==> src/rtl/wgcs_pkg.sv <==
`default_nettype none

package wgcs_pkg;

	// Number of generators behind the slave; higher ids are rejected.
	localparam int NUM_GENERATORS = 2;

	localparam logic [3:0]  ALERT_NIBBLE = 4'hA;
	localparam logic [3:0]  CMD_PIN      = 4'hA;
	localparam logic [3:0]  CMD_VOLT     = 4'hB;
	localparam logic [3:0]  CMD_FREQ     = 4'hC;
	localparam logic [3:0]  CMD_SHAPE    = 4'hD;
	localparam logic [15:0] COMMIT_WORD  = 16'hF000;

	localparam logic [7:0]  PIN_LIMIT    = 8'd32;
	localparam logic [7:0]  VOLT_MAX     = 8'd100;
	localparam logic [15:0] FREQ_MIN     = 16'd50;
	localparam logic [15:0] FREQ_MAX     = 16'd50000;
	localparam logic [3:0]  SHAPE_LIMIT  = 4'd5;

	localparam logic [15:0] FREQ_RESET   = 16'd1000;
	localparam logic [6:0]  AMP_RESET    = 7'd100;

	typedef enum logic [2:0] {
		PH_ALERT = 3'd0,
		PH_PIN   = 3'd1,
		PH_VOLT  = 3'd2,
		PH_FREQ  = 3'd3,
		PH_SHAPE = 3'd4,
		PH_WAIT  = 3'd5
	} phase_t;

	typedef enum logic [2:0] {
		KIND_NONE  = 3'd0,
		KIND_PIN   = 3'd1,
		KIND_VOLT  = 3'd2,
		KIND_FREQ  = 3'd3,
		KIND_SHAPE = 3'd4
	} kind_t;

	typedef enum logic [2:0] {
		EV_WAIT     = 3'd0,
		EV_STOP     = 3'd1,
		EV_COMMIT   = 3'd2,
		EV_REJECT   = 3'd3,
		EV_REPEAT   = 3'd4,
		EV_NOTALERT = 3'd5
	} event_t;

	localparam logic [2:0] SHAPE_SQUARE = 3'd0;

	typedef struct packed {
		event_t      ev;
		logic        gen_id;
		logic        running;
		logic [15:0] freq;
		logic [6:0]  amp;
		logic [2:0]  shape;
		logic [4:0]  chan;
		logic        err;
	} result_t;

endpackage

`default_nettype wire

==> src/rtl/wgcs_core.sv <==
`default_nettype none

module wgcs_core (
	input  wire logic            clk,
	input  wire logic            arst_n,
	input  wire logic            take,
	input  wire logic [15:0]     word,
	output wgcs_pkg::result_t    res
);

	wgcs_pkg::phase_t phase_q, phase_d;
	wgcs_pkg::kind_t  kind_q, kind_d;
	logic        sel_q, sel_d;
	logic [15:0] pend_q, pend_d;
	logic [15:0] prev_q, prev_d;
	logic        err_q, err_d;

	logic [15:0] freq_q [wgcs_pkg::NUM_GENERATORS];
	logic [6:0]  amp_q  [wgcs_pkg::NUM_GENERATORS];
	logic [2:0]  shape_q[wgcs_pkg::NUM_GENERATORS];
	logic [4:0]  chan_q [wgcs_pkg::NUM_GENERATORS];
	logic        on_q   [wgcs_pkg::NUM_GENERATORS];
	logic [15:0] freq_d [wgcs_pkg::NUM_GENERATORS];
	logic [6:0]  amp_d  [wgcs_pkg::NUM_GENERATORS];
	logic [2:0]  shape_d[wgcs_pkg::NUM_GENERATORS];
	logic [4:0]  chan_d [wgcs_pkg::NUM_GENERATORS];
	logic        on_d   [wgcs_pkg::NUM_GENERATORS];

	wgcs_pkg::event_t ev;

	always_comb begin
		logic       reject;
		logic [3:0] id;
		logic [3:0] onf;
		logic [3:0] cmd;
		reject  = 1'b0;
		id      = word[7:4];
		onf     = word[11:8];
		cmd     = word[3:0];
		phase_d = phase_q;
		kind_d  = kind_q;
		sel_d   = sel_q;
		pend_d  = pend_q;
		prev_d  = prev_q;
		err_d   = err_q;
		freq_d  = freq_q;
		amp_d   = amp_q;
		shape_d = shape_q;
		chan_d  = chan_q;
		on_d    = on_q;
		ev      = wgcs_pkg::EV_WAIT;

		if (word == prev_q) begin
			ev = wgcs_pkg::EV_REPEAT;
		end else begin
			prev_d = word;
			case (phase_q)
				wgcs_pkg::PH_ALERT: begin
					if (word[15:12] != wgcs_pkg::ALERT_NIBBLE) begin
						ev = wgcs_pkg::EV_NOTALERT;
					end else if (id >= 4'(wgcs_pkg::NUM_GENERATORS)) begin
						reject = 1'b1;
					end else begin
						sel_d  = id[0];
						kind_d = wgcs_pkg::KIND_NONE;
						pend_d = '0;
						if (onf == 4'd0) begin
							on_d[id[0]] = 1'b0;
							phase_d     = wgcs_pkg::PH_WAIT;
							ev          = wgcs_pkg::EV_STOP;
						end else begin
							case (cmd)
								wgcs_pkg::CMD_PIN:   phase_d = wgcs_pkg::PH_PIN;
								wgcs_pkg::CMD_VOLT:  phase_d = wgcs_pkg::PH_VOLT;
								wgcs_pkg::CMD_FREQ:  phase_d = wgcs_pkg::PH_FREQ;
								wgcs_pkg::CMD_SHAPE: phase_d = wgcs_pkg::PH_SHAPE;
								default:             reject  = 1'b1;
							endcase
						end
					end
				end
				wgcs_pkg::PH_PIN: begin
					if (word[7:0] < wgcs_pkg::PIN_LIMIT) begin
						kind_d  = wgcs_pkg::KIND_PIN;
						pend_d  = {8'd0, word[7:0]};
						phase_d = wgcs_pkg::PH_WAIT;
					end else begin
						reject = 1'b1;
					end
				end
				wgcs_pkg::PH_VOLT: begin
					if (word[7:0] <= wgcs_pkg::VOLT_MAX) begin
						kind_d  = wgcs_pkg::KIND_VOLT;
						pend_d  = {8'd0, word[7:0]};
						phase_d = wgcs_pkg::PH_WAIT;
					end else begin
						reject = 1'b1;
					end
				end
				wgcs_pkg::PH_FREQ: begin
					if (word >= wgcs_pkg::FREQ_MIN && word <= wgcs_pkg::FREQ_MAX) begin
						kind_d  = wgcs_pkg::KIND_FREQ;
						pend_d  = word;
						phase_d = wgcs_pkg::PH_WAIT;
					end else begin
						reject = 1'b1;
					end
				end
				wgcs_pkg::PH_SHAPE: begin
					if (word[3:0] < wgcs_pkg::SHAPE_LIMIT) begin
						kind_d  = wgcs_pkg::KIND_SHAPE;
						pend_d  = {12'd0, word[3:0]};
						phase_d = wgcs_pkg::PH_WAIT;
					end else begin
						reject = 1'b1;
					end
				end
				wgcs_pkg::PH_WAIT: begin
					if (word == wgcs_pkg::COMMIT_WORD) begin
						case (kind_q)
							wgcs_pkg::KIND_PIN: chan_d[sel_q] = pend_q[4:0];
							wgcs_pkg::KIND_VOLT: begin
								amp_d[sel_q] = pend_q[6:0];
								on_d[sel_q]  = 1'b1;
							end
							wgcs_pkg::KIND_FREQ: begin
								freq_d[sel_q] = pend_q;
								on_d[sel_q]   = 1'b1;
							end
							wgcs_pkg::KIND_SHAPE: begin
								shape_d[sel_q] = pend_q[2:0];
								on_d[sel_q]    = 1'b1;
							end
							default: ;
						endcase
						kind_d  = wgcs_pkg::KIND_NONE;
						pend_d  = '0;
						phase_d = wgcs_pkg::PH_ALERT;
						ev      = wgcs_pkg::EV_COMMIT;
					end else begin
						reject = 1'b1;
					end
				end
				default: reject = 1'b1;
			endcase
			if (reject) begin
				phase_d = wgcs_pkg::PH_ALERT;
				kind_d  = wgcs_pkg::KIND_NONE;
				pend_d  = '0;
				sel_d   = 1'b0;
				err_d   = ~err_q;
				ev      = wgcs_pkg::EV_REJECT;
			end
		end

		res.ev      = ev;
		res.gen_id  = sel_d;
		res.running = on_d[sel_d];
		res.freq    = freq_d[sel_d];
		res.amp     = amp_d[sel_d];
		res.shape   = shape_d[sel_d];
		res.chan    = chan_d[sel_d];
		res.err     = err_d;
	end

	always_ff @(posedge clk or negedge arst_n) begin
		if (!arst_n) begin
			phase_q <= wgcs_pkg::PH_ALERT;
			kind_q  <= wgcs_pkg::KIND_NONE;
			sel_q   <= 1'b0;
			pend_q  <= '0;
			prev_q  <= '0;
			err_q   <= 1'b0;
			for (int i = 0; i < wgcs_pkg::NUM_GENERATORS; i++) begin
				freq_q[i]  <= wgcs_pkg::FREQ_RESET;
				amp_q[i]   <= wgcs_pkg::AMP_RESET;
				shape_q[i] <= wgcs_pkg::SHAPE_SQUARE;
				chan_q[i]  <= 5'(i);
				on_q[i]    <= 1'b0;
			end
		end else if (take) begin
			phase_q <= phase_d;
			kind_q  <= kind_d;
			sel_q   <= sel_d;
			pend_q  <= pend_d;
			prev_q  <= prev_d;
			err_q   <= err_d;
			freq_q  <= freq_d;
			amp_q   <= amp_d;
			shape_q <= shape_d;
			chan_q  <= chan_d;
			on_q    <= on_d;
		end
	end

endmodule

`default_nettype wire

==> src/rtl/waveform_generator_command_slave.sv <==
`default_nettype none

// Command slave for a pair of waveform generators. Each accepted input
// transaction carries one 16-bit word from the serial bus master and yields
// exactly one result transaction: an event code plus the addressed
// generator's stored settings and the error toggle as they stand after the
// word. A transaction on the bus is alert word (0xA o i c), value word, then
// commit word 0xF000; an alert with o = 0 stops the generator and skips the
// value word. A word equal to the one before is ignored, a bad word aborts
// and flips error_toggle. Rate: one word per clock. The state update is a
// single combinational pass from the word into the state registers, and the
// result lands in an output register backed by one skid register, so a word
// is taken every cycle until the skid fills under a stalled sink.

module waveform_generator_command_slave (
	input  wire logic        clk,
	input  wire logic        arst_n,
	input  wire logic        in_valid,
	output logic             in_stall,
	input  wire logic [15:0] word,
	output logic             out_valid,
	input  wire logic        out_stall,
	output logic [2:0]       event_res,
	output logic             gen_id,
	output logic             gen_running,
	output logic [15:0]      frequency_hz,
	output logic [6:0]       amplitude_pct,
	output logic [2:0]       wave_shape,
	output logic [4:0]       mux_channel,
	output logic             error_toggle
);

	wgcs_pkg::result_t res;
	wgcs_pkg::result_t out_q;
	wgcs_pkg::result_t skid_q;
	logic              out_valid_q;
	logic              skid_valid_q;
	logic              in_accept;
	logic              out_free;

	// Stall the source only while the skid holds a result.
	assign in_stall  = skid_valid_q;
	assign in_accept = in_valid && !skid_valid_q;
	// Output register can take a new result when empty or being drained.
	assign out_free  = !out_valid_q || !out_stall;

	wgcs_core u_core (
		.clk    (clk),
		.arst_n (arst_n),
		.take   (in_accept),
		.word   (word),
		.res    (res)
	);

	always_ff @(posedge clk or negedge arst_n) begin
		if (!arst_n) begin
			out_valid_q  <= 1'b0;
			skid_valid_q <= 1'b0;
		end else begin
			if (out_free) begin
				// Refill from the skid first, to keep result order.
				out_valid_q  <= skid_valid_q || in_accept;
				skid_valid_q <= 1'b0;
			end else if (in_accept) begin
				// Park the new result behind the stalled one.
				skid_valid_q <= 1'b1;
			end
		end
	end

	always_ff @(posedge clk) begin
		if (out_free) begin
			if (skid_valid_q) begin
				out_q <= skid_q;
			end else if (in_accept) begin
				out_q <= res;
			end
		end else if (in_accept) begin
			skid_q <= res;
		end
	end

	assign out_valid     = out_valid_q;
	assign event_res     = out_q.ev;
	assign gen_id        = out_q.gen_id;
	assign gen_running   = out_q.running;
	assign frequency_hz  = out_q.freq;
	assign amplitude_pct = out_q.amp;
	assign wave_shape    = out_q.shape;
	assign mux_channel   = out_q.chan;
	assign error_toggle  = out_q.err;

	// The skid only ever holds a result queued behind the output register.
	a_skid_behind_out: assert property (@(posedge clk) disable iff (!arst_n)
		skid_valid_q |-> out_valid_q)
		else $error("skid holds a result while output register is empty");

	// A word taken under a stalled, occupied output must land in the skid.
	a_park_in_skid: assert property (@(posedge clk) disable iff (!arst_n)
		(out_valid_q && out_stall && in_accept) |=> skid_valid_q)
		else $error("result lost while output stalled");

	// Draining the last result with nothing new leaves the output empty.
	a_drain_empty: assert property (@(posedge clk) disable iff (!arst_n)
		(out_valid_q && !out_stall && !skid_valid_q && !in_accept) |=> !out_valid_q)
		else $error("result repeated after drain");

endmodule

`default_nettype wire

==> config.mk <==
export PLATFORM = sky130hd
export DESIGN_NAME = waveform_generator_command_slave
export DESIGN_NICKNAME = d
export VERILOG_FILES = /design/src/rtl/wgcs_pkg.sv /design/src/rtl/wgcs_core.sv /design/src/rtl/waveform_generator_command_slave.sv
export SDC_FILE = /design/constraint.sdc
export NUM_CORES = 1
export LEC_CHECK = 0
export ABC_CLOCK_PERIOD_IN_PS = 6350
export BUFFER_PORTS_ARGS = -buffer_cell sky130_fd_sc_hd__buf_4
export CORE_UTILIZATION = 31
export DETAILED_ROUTE_END_ITERATION = 8
export GPL_ROUTABILITY_DRIVEN = 0
export GPL_TIMING_DRIVEN = 0
export PLACE_DENSITY = 0.46
export RECOVER_POWER = 25
export SKIP_LAST_GASP = 1
export SYNTH_ARGS = -nofsm -noshare
export SYNTH_HDL_FRONTEND = slang
export SYNTH_HIERARCHICAL = 1
export SYNTH_SLANG_ARGS = --single-unit
==> constraint.sdc <==
create_clock -name clk -period 6.35 [get_ports clk]
set_input_delay 0.3175 -clock clk [delete_from_list [all_inputs] [get_ports clk]]
set_output_delay 0.3175 -clock clk [all_outputs]
set_load 0.01 [all_outputs]
==> summary.md <==
| Metric | Value |
|---|---|
| Result of the run | `finished, final reports clean` |
| Routed wirelength normalized by instance count | `roughly 18 um` |
| Total count of max-transition violations in the final report | `0` |
| Maximum clock rate | `around 0.31 GHz` |
| Most instantiated flip-flop cell in the synthesis netlist | `sky130_fd_sc_hd__dfrtp_1` |
| Slowest Stage Delay on Critical Path | `0.95 ns` |
| Number of standard cells after synthesis | `a little under 600` |
| Maximum fanout along the worst path | `10` |
| Syn_nets | `612` |
| Syn. warnings | `6` |
| Crit-path leading delay family | `simple AND/OR/NAND/NOR gates` |
| Drt first-iter violations | `344` |
| Number of inserted diodes | `0` |
| Leak pwr | `4.09 nW` |
| Number of fill cells in the layout | `around 2,500` |
| Number of cells traversed by the worst hold path | `2` |
| Setup violations, final | `0` |
| Total global routing overflow | `0` |
| Vias per Instance | `5.05` |
| Pre-CTS setup slack | `2.86 ns` |
| Insertion delay of the later-clocked pin in the worst-skew pair | `0.43 ns` |
| RSZ-0062 raised after global routing | `false` |
| Number of antenna violations at the first check in global routing | `0` |
| Post-route clock period utilization | `about half` |
| Number of register bits inferred by synthesis | `180` |
| Worst Path Required | `6.53 ns` |
| Routed Wire Length | `~19,000 um` |
| TritonCTS buffer count | `17` |
| Remaining antenna violation count | `0` |
| Floorplan core area | `0.0270 sq mm` |
| Clock slew seen by the registers of the worst setup and hold paths | `0.07 ns` |
| Maximum number of pins on one net before global-route repair | `107` |
| Cell at the slowest stage of the critical path | `sky130_fd_sc_hd__nor4_1` |
| DR DRC count | `0` |
| Final number of hold-violating endpoints | `0` |
| Global Route Usage Sum | `14.2%` |
| CTS tree | `built` |
| Die Height | `roughly 170 um` |
| Worst min path class | `in -> reg` |
| Total buffers and inverters traversed by the critical path | `1` |
| Global routing usage on met1 | `18.9%` |
| Number of search-and-repair iterations in the first detailed-routing pass | `4` |
| Met3 capacity usage during global routing | `under 10%` |
| First-pass GRT wire length | `30,900 um` |
| Worst-case setup margin in the final layout | `3.14 ns` |
| Sequential cell area in the final layout | `0.00490 sq mm` |
| Clk buf depth | `2` |
| Routing layer with the top usage in global route | `met2` |
| Minimum clock period | `about 3.2 ns` |
| Number of global-route vias before repair | `between 5,000 and 6,000` |
| Register area share after synthesis | `57.6%` |
| Startpoint of the lowest-slack register-to-register path | `u_core/prev_q[0]$_DFFE_PN0P_` |
| Number of cells on the critical path | `8` |
| Via count of the routed design | `5,152` |
| Relative area change from synthesis to final layout | `17.1%` |
| Ports | `59` |
| Maximum level of the CTS H-tree | `4` |
| Share of Yosys cell area claimed by the top area cell type | `26.1%` |
| Number of standard cells in the layout, taps in and fillers out | `about 1,000` |
| Largest clock skew in the final design | `0.00992 ns` |
| Number of clock sinks | `180` |
| Ys async rst share | `58.9%` |
| Maximum ir drop on the vdd rail | `0.223 mV` |
| Hold worst-path end | `out_valid$_DFFE_PN0P_` |
| Startpoint of the lowest-slack hold path | `in_valid` |
| Final layout net count | `687` |
| R2r worst-path depth | `8` |
| Fin util | `a little under two fifths` |
| Library cell occupying the most area in the post-synthesis netlist | `sky130_fd_sc_hd__edfxtp_1` |
| Signal arrival time at the worst endpoint | `3.39 ns` |
| Clock tree root buffer cell | `sky130_fd_sc_hd__clkbuf_16` |
| Leading post-synthesis cells by cell area | `sky130_fd_sc_hd__edfxtp_1, sky130_fd_sc_hd__dfrtp_1, sky130_fd_sc_hd__mux2_2` |
| Reg-to-reg endpoint | `mux_channel[0]$_DFFE_PP_` |
| Element type at the critical path end | `register` |
| Number of port buffers | `53` |
| Number of cells in the design after placement | `987` |
| Area occupied by multi-input gates | `0.00331 sq mm` |
| Minimum setup slack among reg-to-reg paths | `approximately 3.1 ns` |
| Total power density per cell area | `410 mW/mm^2` |
| Cell area after synthesis | `0.00851 sq mm` |
| Worst Max-Slew Pin Slew | `1.09 ns` |
| Met2 layer usage reported by global route | `22.9%` |
| CP Launch Type | `register` |
| Maxcap violations | `0` |
| Proportion of layout cells with a drive suffix above 1 | `approximately 40%` |
| Sequence of cells on the critical path | `xnor2_1 > nand4_1 > nor4_1 > o22ai_4 > buf_6 > a21o_1 > o221a_2 > mux2_4` |
| Origin of the worst setup path | `u_core/prev_q[0]$_DFFE_PN0P_` |
| Starting utilization of the core area | `31.6%` |
| Die Area | `0.0281 sq mm` |
| Post-synth EDFFs | `74` |
| Worst-case headroom to the max-slew limit | `26.5%` |
| Average size of a mapped cell | `14.4 sq um` |
| Number of distinct standard cells referenced by the synthesized netlist | `70` |
| Start-to-end type of the worst setup path | `reg -> reg` |
| Placed wire-length estimate | `13,300 um` |
| Setup_tns | `0 ns` |
| Number of rows created at floorplan | `60` |
| Floorplan die width | `168 um` |
| Count of buffers added by post-CTS timing repair for setup | `0` |
==> worst reg2reg max path, cell delays in order (launching register included) <==
cell                      delay, ns
sky130_fd_sc_hd__dfrtp_1       0.38
sky130_fd_sc_hd__xnor2_1       0.16
sky130_fd_sc_hd__nand4_1       0.17
sky130_fd_sc_hd__nor4_1        0.95
sky130_fd_sc_hd__o22ai_4       0.26
sky130_fd_sc_hd__buf_6         0.21
sky130_fd_sc_hd__a21o_1        0.23
sky130_fd_sc_hd__o221a_2       0.32
sky130_fd_sc_hd__mux2_4        0.28
==> kinds of logic after synthesis <==
kind of cell           Yosys count  synth area share [%]
flip-flops                     180                  57.6
AND/OR/NAND/NOR                142                  10.8
multiplexers                   114                  16.6
AO/OA/AOI/OAI                   85                  9.13
buffers and inverters           51                  3.78
XOR/XNOR                        20                  2.06
==> through the flow <==
| stage | power (mW) | hold WS [ns] | area [sq um] |
|---|---|---|---|
| 4_1_cts | 4.15 | 0.125 | 9930 |
| 6_report | 4.08 | 0.143 | 9960 |
| 3_5_place_dp | 3.13 | 0.479 | 9380 |
| 3_3_place_gp | 3.10 | 0.470 | 9330 |
| 5_1_grt | 4.34 | 0.140 | 9960 |
| 2_1_floorplan | 2.67 | 0.0219 | 8510 |
==> worst max path at each step <==
stage,slack [ns],endpoint
floorplan,3.21,amplitude_pct[0]$_DFFE_PP_
global route,2.99,gen_running$_DFFE_PP_
global placement,2.24,error_toggle$_DFFE_PP_
CTS,3.18,mux_channel[0]$_DFFE_PP_
detailed placement,2.86,mux_channel[0]$_DFFE_PP_
finish,3.14,mux_channel[0]$_DFFE_PP_
==> synth_stat cells (all sizes together), types with 2 or more instances <==
master and number:
mux2 113, dfrtp 87, edfxtp 74, buf 32
o221a 28, nor2 21, dfstp 19, nand3b 18
a22o 17, xnor2 17, nand2 14, nand3 14
nor3 12, clkbuf 11, and2 8, inv 8
or3 8, nand4 7, nor3b 7, nor4 7
o21ai 7, or3b 7, a21oi 5, a21o 3
a311oi 3, a31oi 3, a32o 3, and3 3
nor2b 3, o22ai 3, o31ai 3, or4 3
xor2 3, and4b 2, nand2b 2, nand4b 2
nand4bb 2, o221ai 2
==> cells in the final DEF (no fill, tap or decap), types with 5 or more instances in the layout <==
cell type	count
sky130_fd_sc_hd__dfrtp_1	87
sky130_fd_sc_hd__edfxtp_1	74
sky130_fd_sc_hd__mux2_2	58
sky130_fd_sc_hd__buf_4	54
sky130_fd_sc_hd__mux2_4	35
sky130_fd_sc_hd__o221a_2	25
sky130_fd_sc_hd__mux2_1	20
sky130_fd_sc_hd__dfstp_2	19
sky130_fd_sc_hd__nand3b_1	18
sky130_fd_sc_hd__clkbuf_16	17
sky130_fd_sc_hd__xnor2_1	17
sky130_fd_sc_hd__buf_2	17
sky130_fd_sc_hd__nor2_1	17
sky130_fd_sc_hd__a22o_1	17
sky130_fd_sc_hd__clkbuf_1	13
sky130_fd_sc_hd__nand2_1	13
sky130_fd_sc_hd__nand3_1	12
sky130_fd_sc_hd__nor3_1	11
sky130_fd_sc_hd__inv_1	8
sky130_fd_sc_hd__and2_1	8
sky130_fd_sc_hd__or3_1	8
sky130_fd_sc_hd__buf_6	7
sky130_fd_sc_hd__nand4_1	7
sky130_fd_sc_hd__o21ai_0	7
sky130_fd_sc_hd__nor3b_1	7
sky130_fd_sc_hd__nor4_1	5
sky130_fd_sc_hd__a21oi_1	5
==> per-layer routing <==
layer,routed length [um],vias up,part of all wire [%]
met5,0,-,0
met1,9050,2623,48
met3,627,20,3.3
met4,271,0,1.4
met2,8870,90,47
li1,-,2419,-
==> sequential cells by signal (all words and copies together), names as in the netlist <==
| name | cells |
|---|---|
| skid_q | 37 |
| u_core/freq_q | 32 |
| frequency_hz | 16 |
| u_core/pend_q | 16 |
| u_core/prev_q | 16 |
| u_core/amp_q | 14 |
| u_core/chan_q | 10 |
| amplitude_pct | 7 |
| u_core/shape_q | 6 |
| mux_channel | 5 |
| event_res | 3 |
| u_core/kind_q | 3 |
| u_core/phase_q | 3 |
| wave_shape | 3 |
| u_core/on_q | 2 |
| error_toggle | 1 |
| gen_id | 1 |
| gen_running | 1 |
| in_stall | 1 |
| out_valid | 1 |
| u_core/err_q | 1 |
| u_core/sel_q | 1 |
==> repair_timing <==
| action | in CTS | in global routing |
|---|---|---|
| endpoints found under the hold margin | 0 | 10 |
| hold buffers | 0 | 1 |
| gates resized for setup | 0 | 0 |
| endpoints found under the setup margin | 0 | 0 |
==> cell type report <==
| cell class | count | area share, % |
|---|---|---|
| timing repair buffer | 56 | 4.61 |
| inverter | 8 | 0.301 |
| buffer | 43 | 2.93 |
| tap | 341 | 4.28 |
| clock buffer | 19 | 4.45 |
| multi-input combinational | 361 | 33.2 |
| sequential | 180 | 49.2 |
| clock inverter | 13 | 1.08 |
==> where the power goes <==
| group | leakage, nW | total, mW | switching [mW] | internal [mW] |
|---|---|---|---|---|
| registers | 2.06 | 1.61 | 0.103 | 1.51 |
| logic | 1.76 | 1.48 | 0.717 | 0.762 |
| clock network | 0.265 | 0.986 | 0.439 | 0.548 |
(Power assumes the default switching activity.)
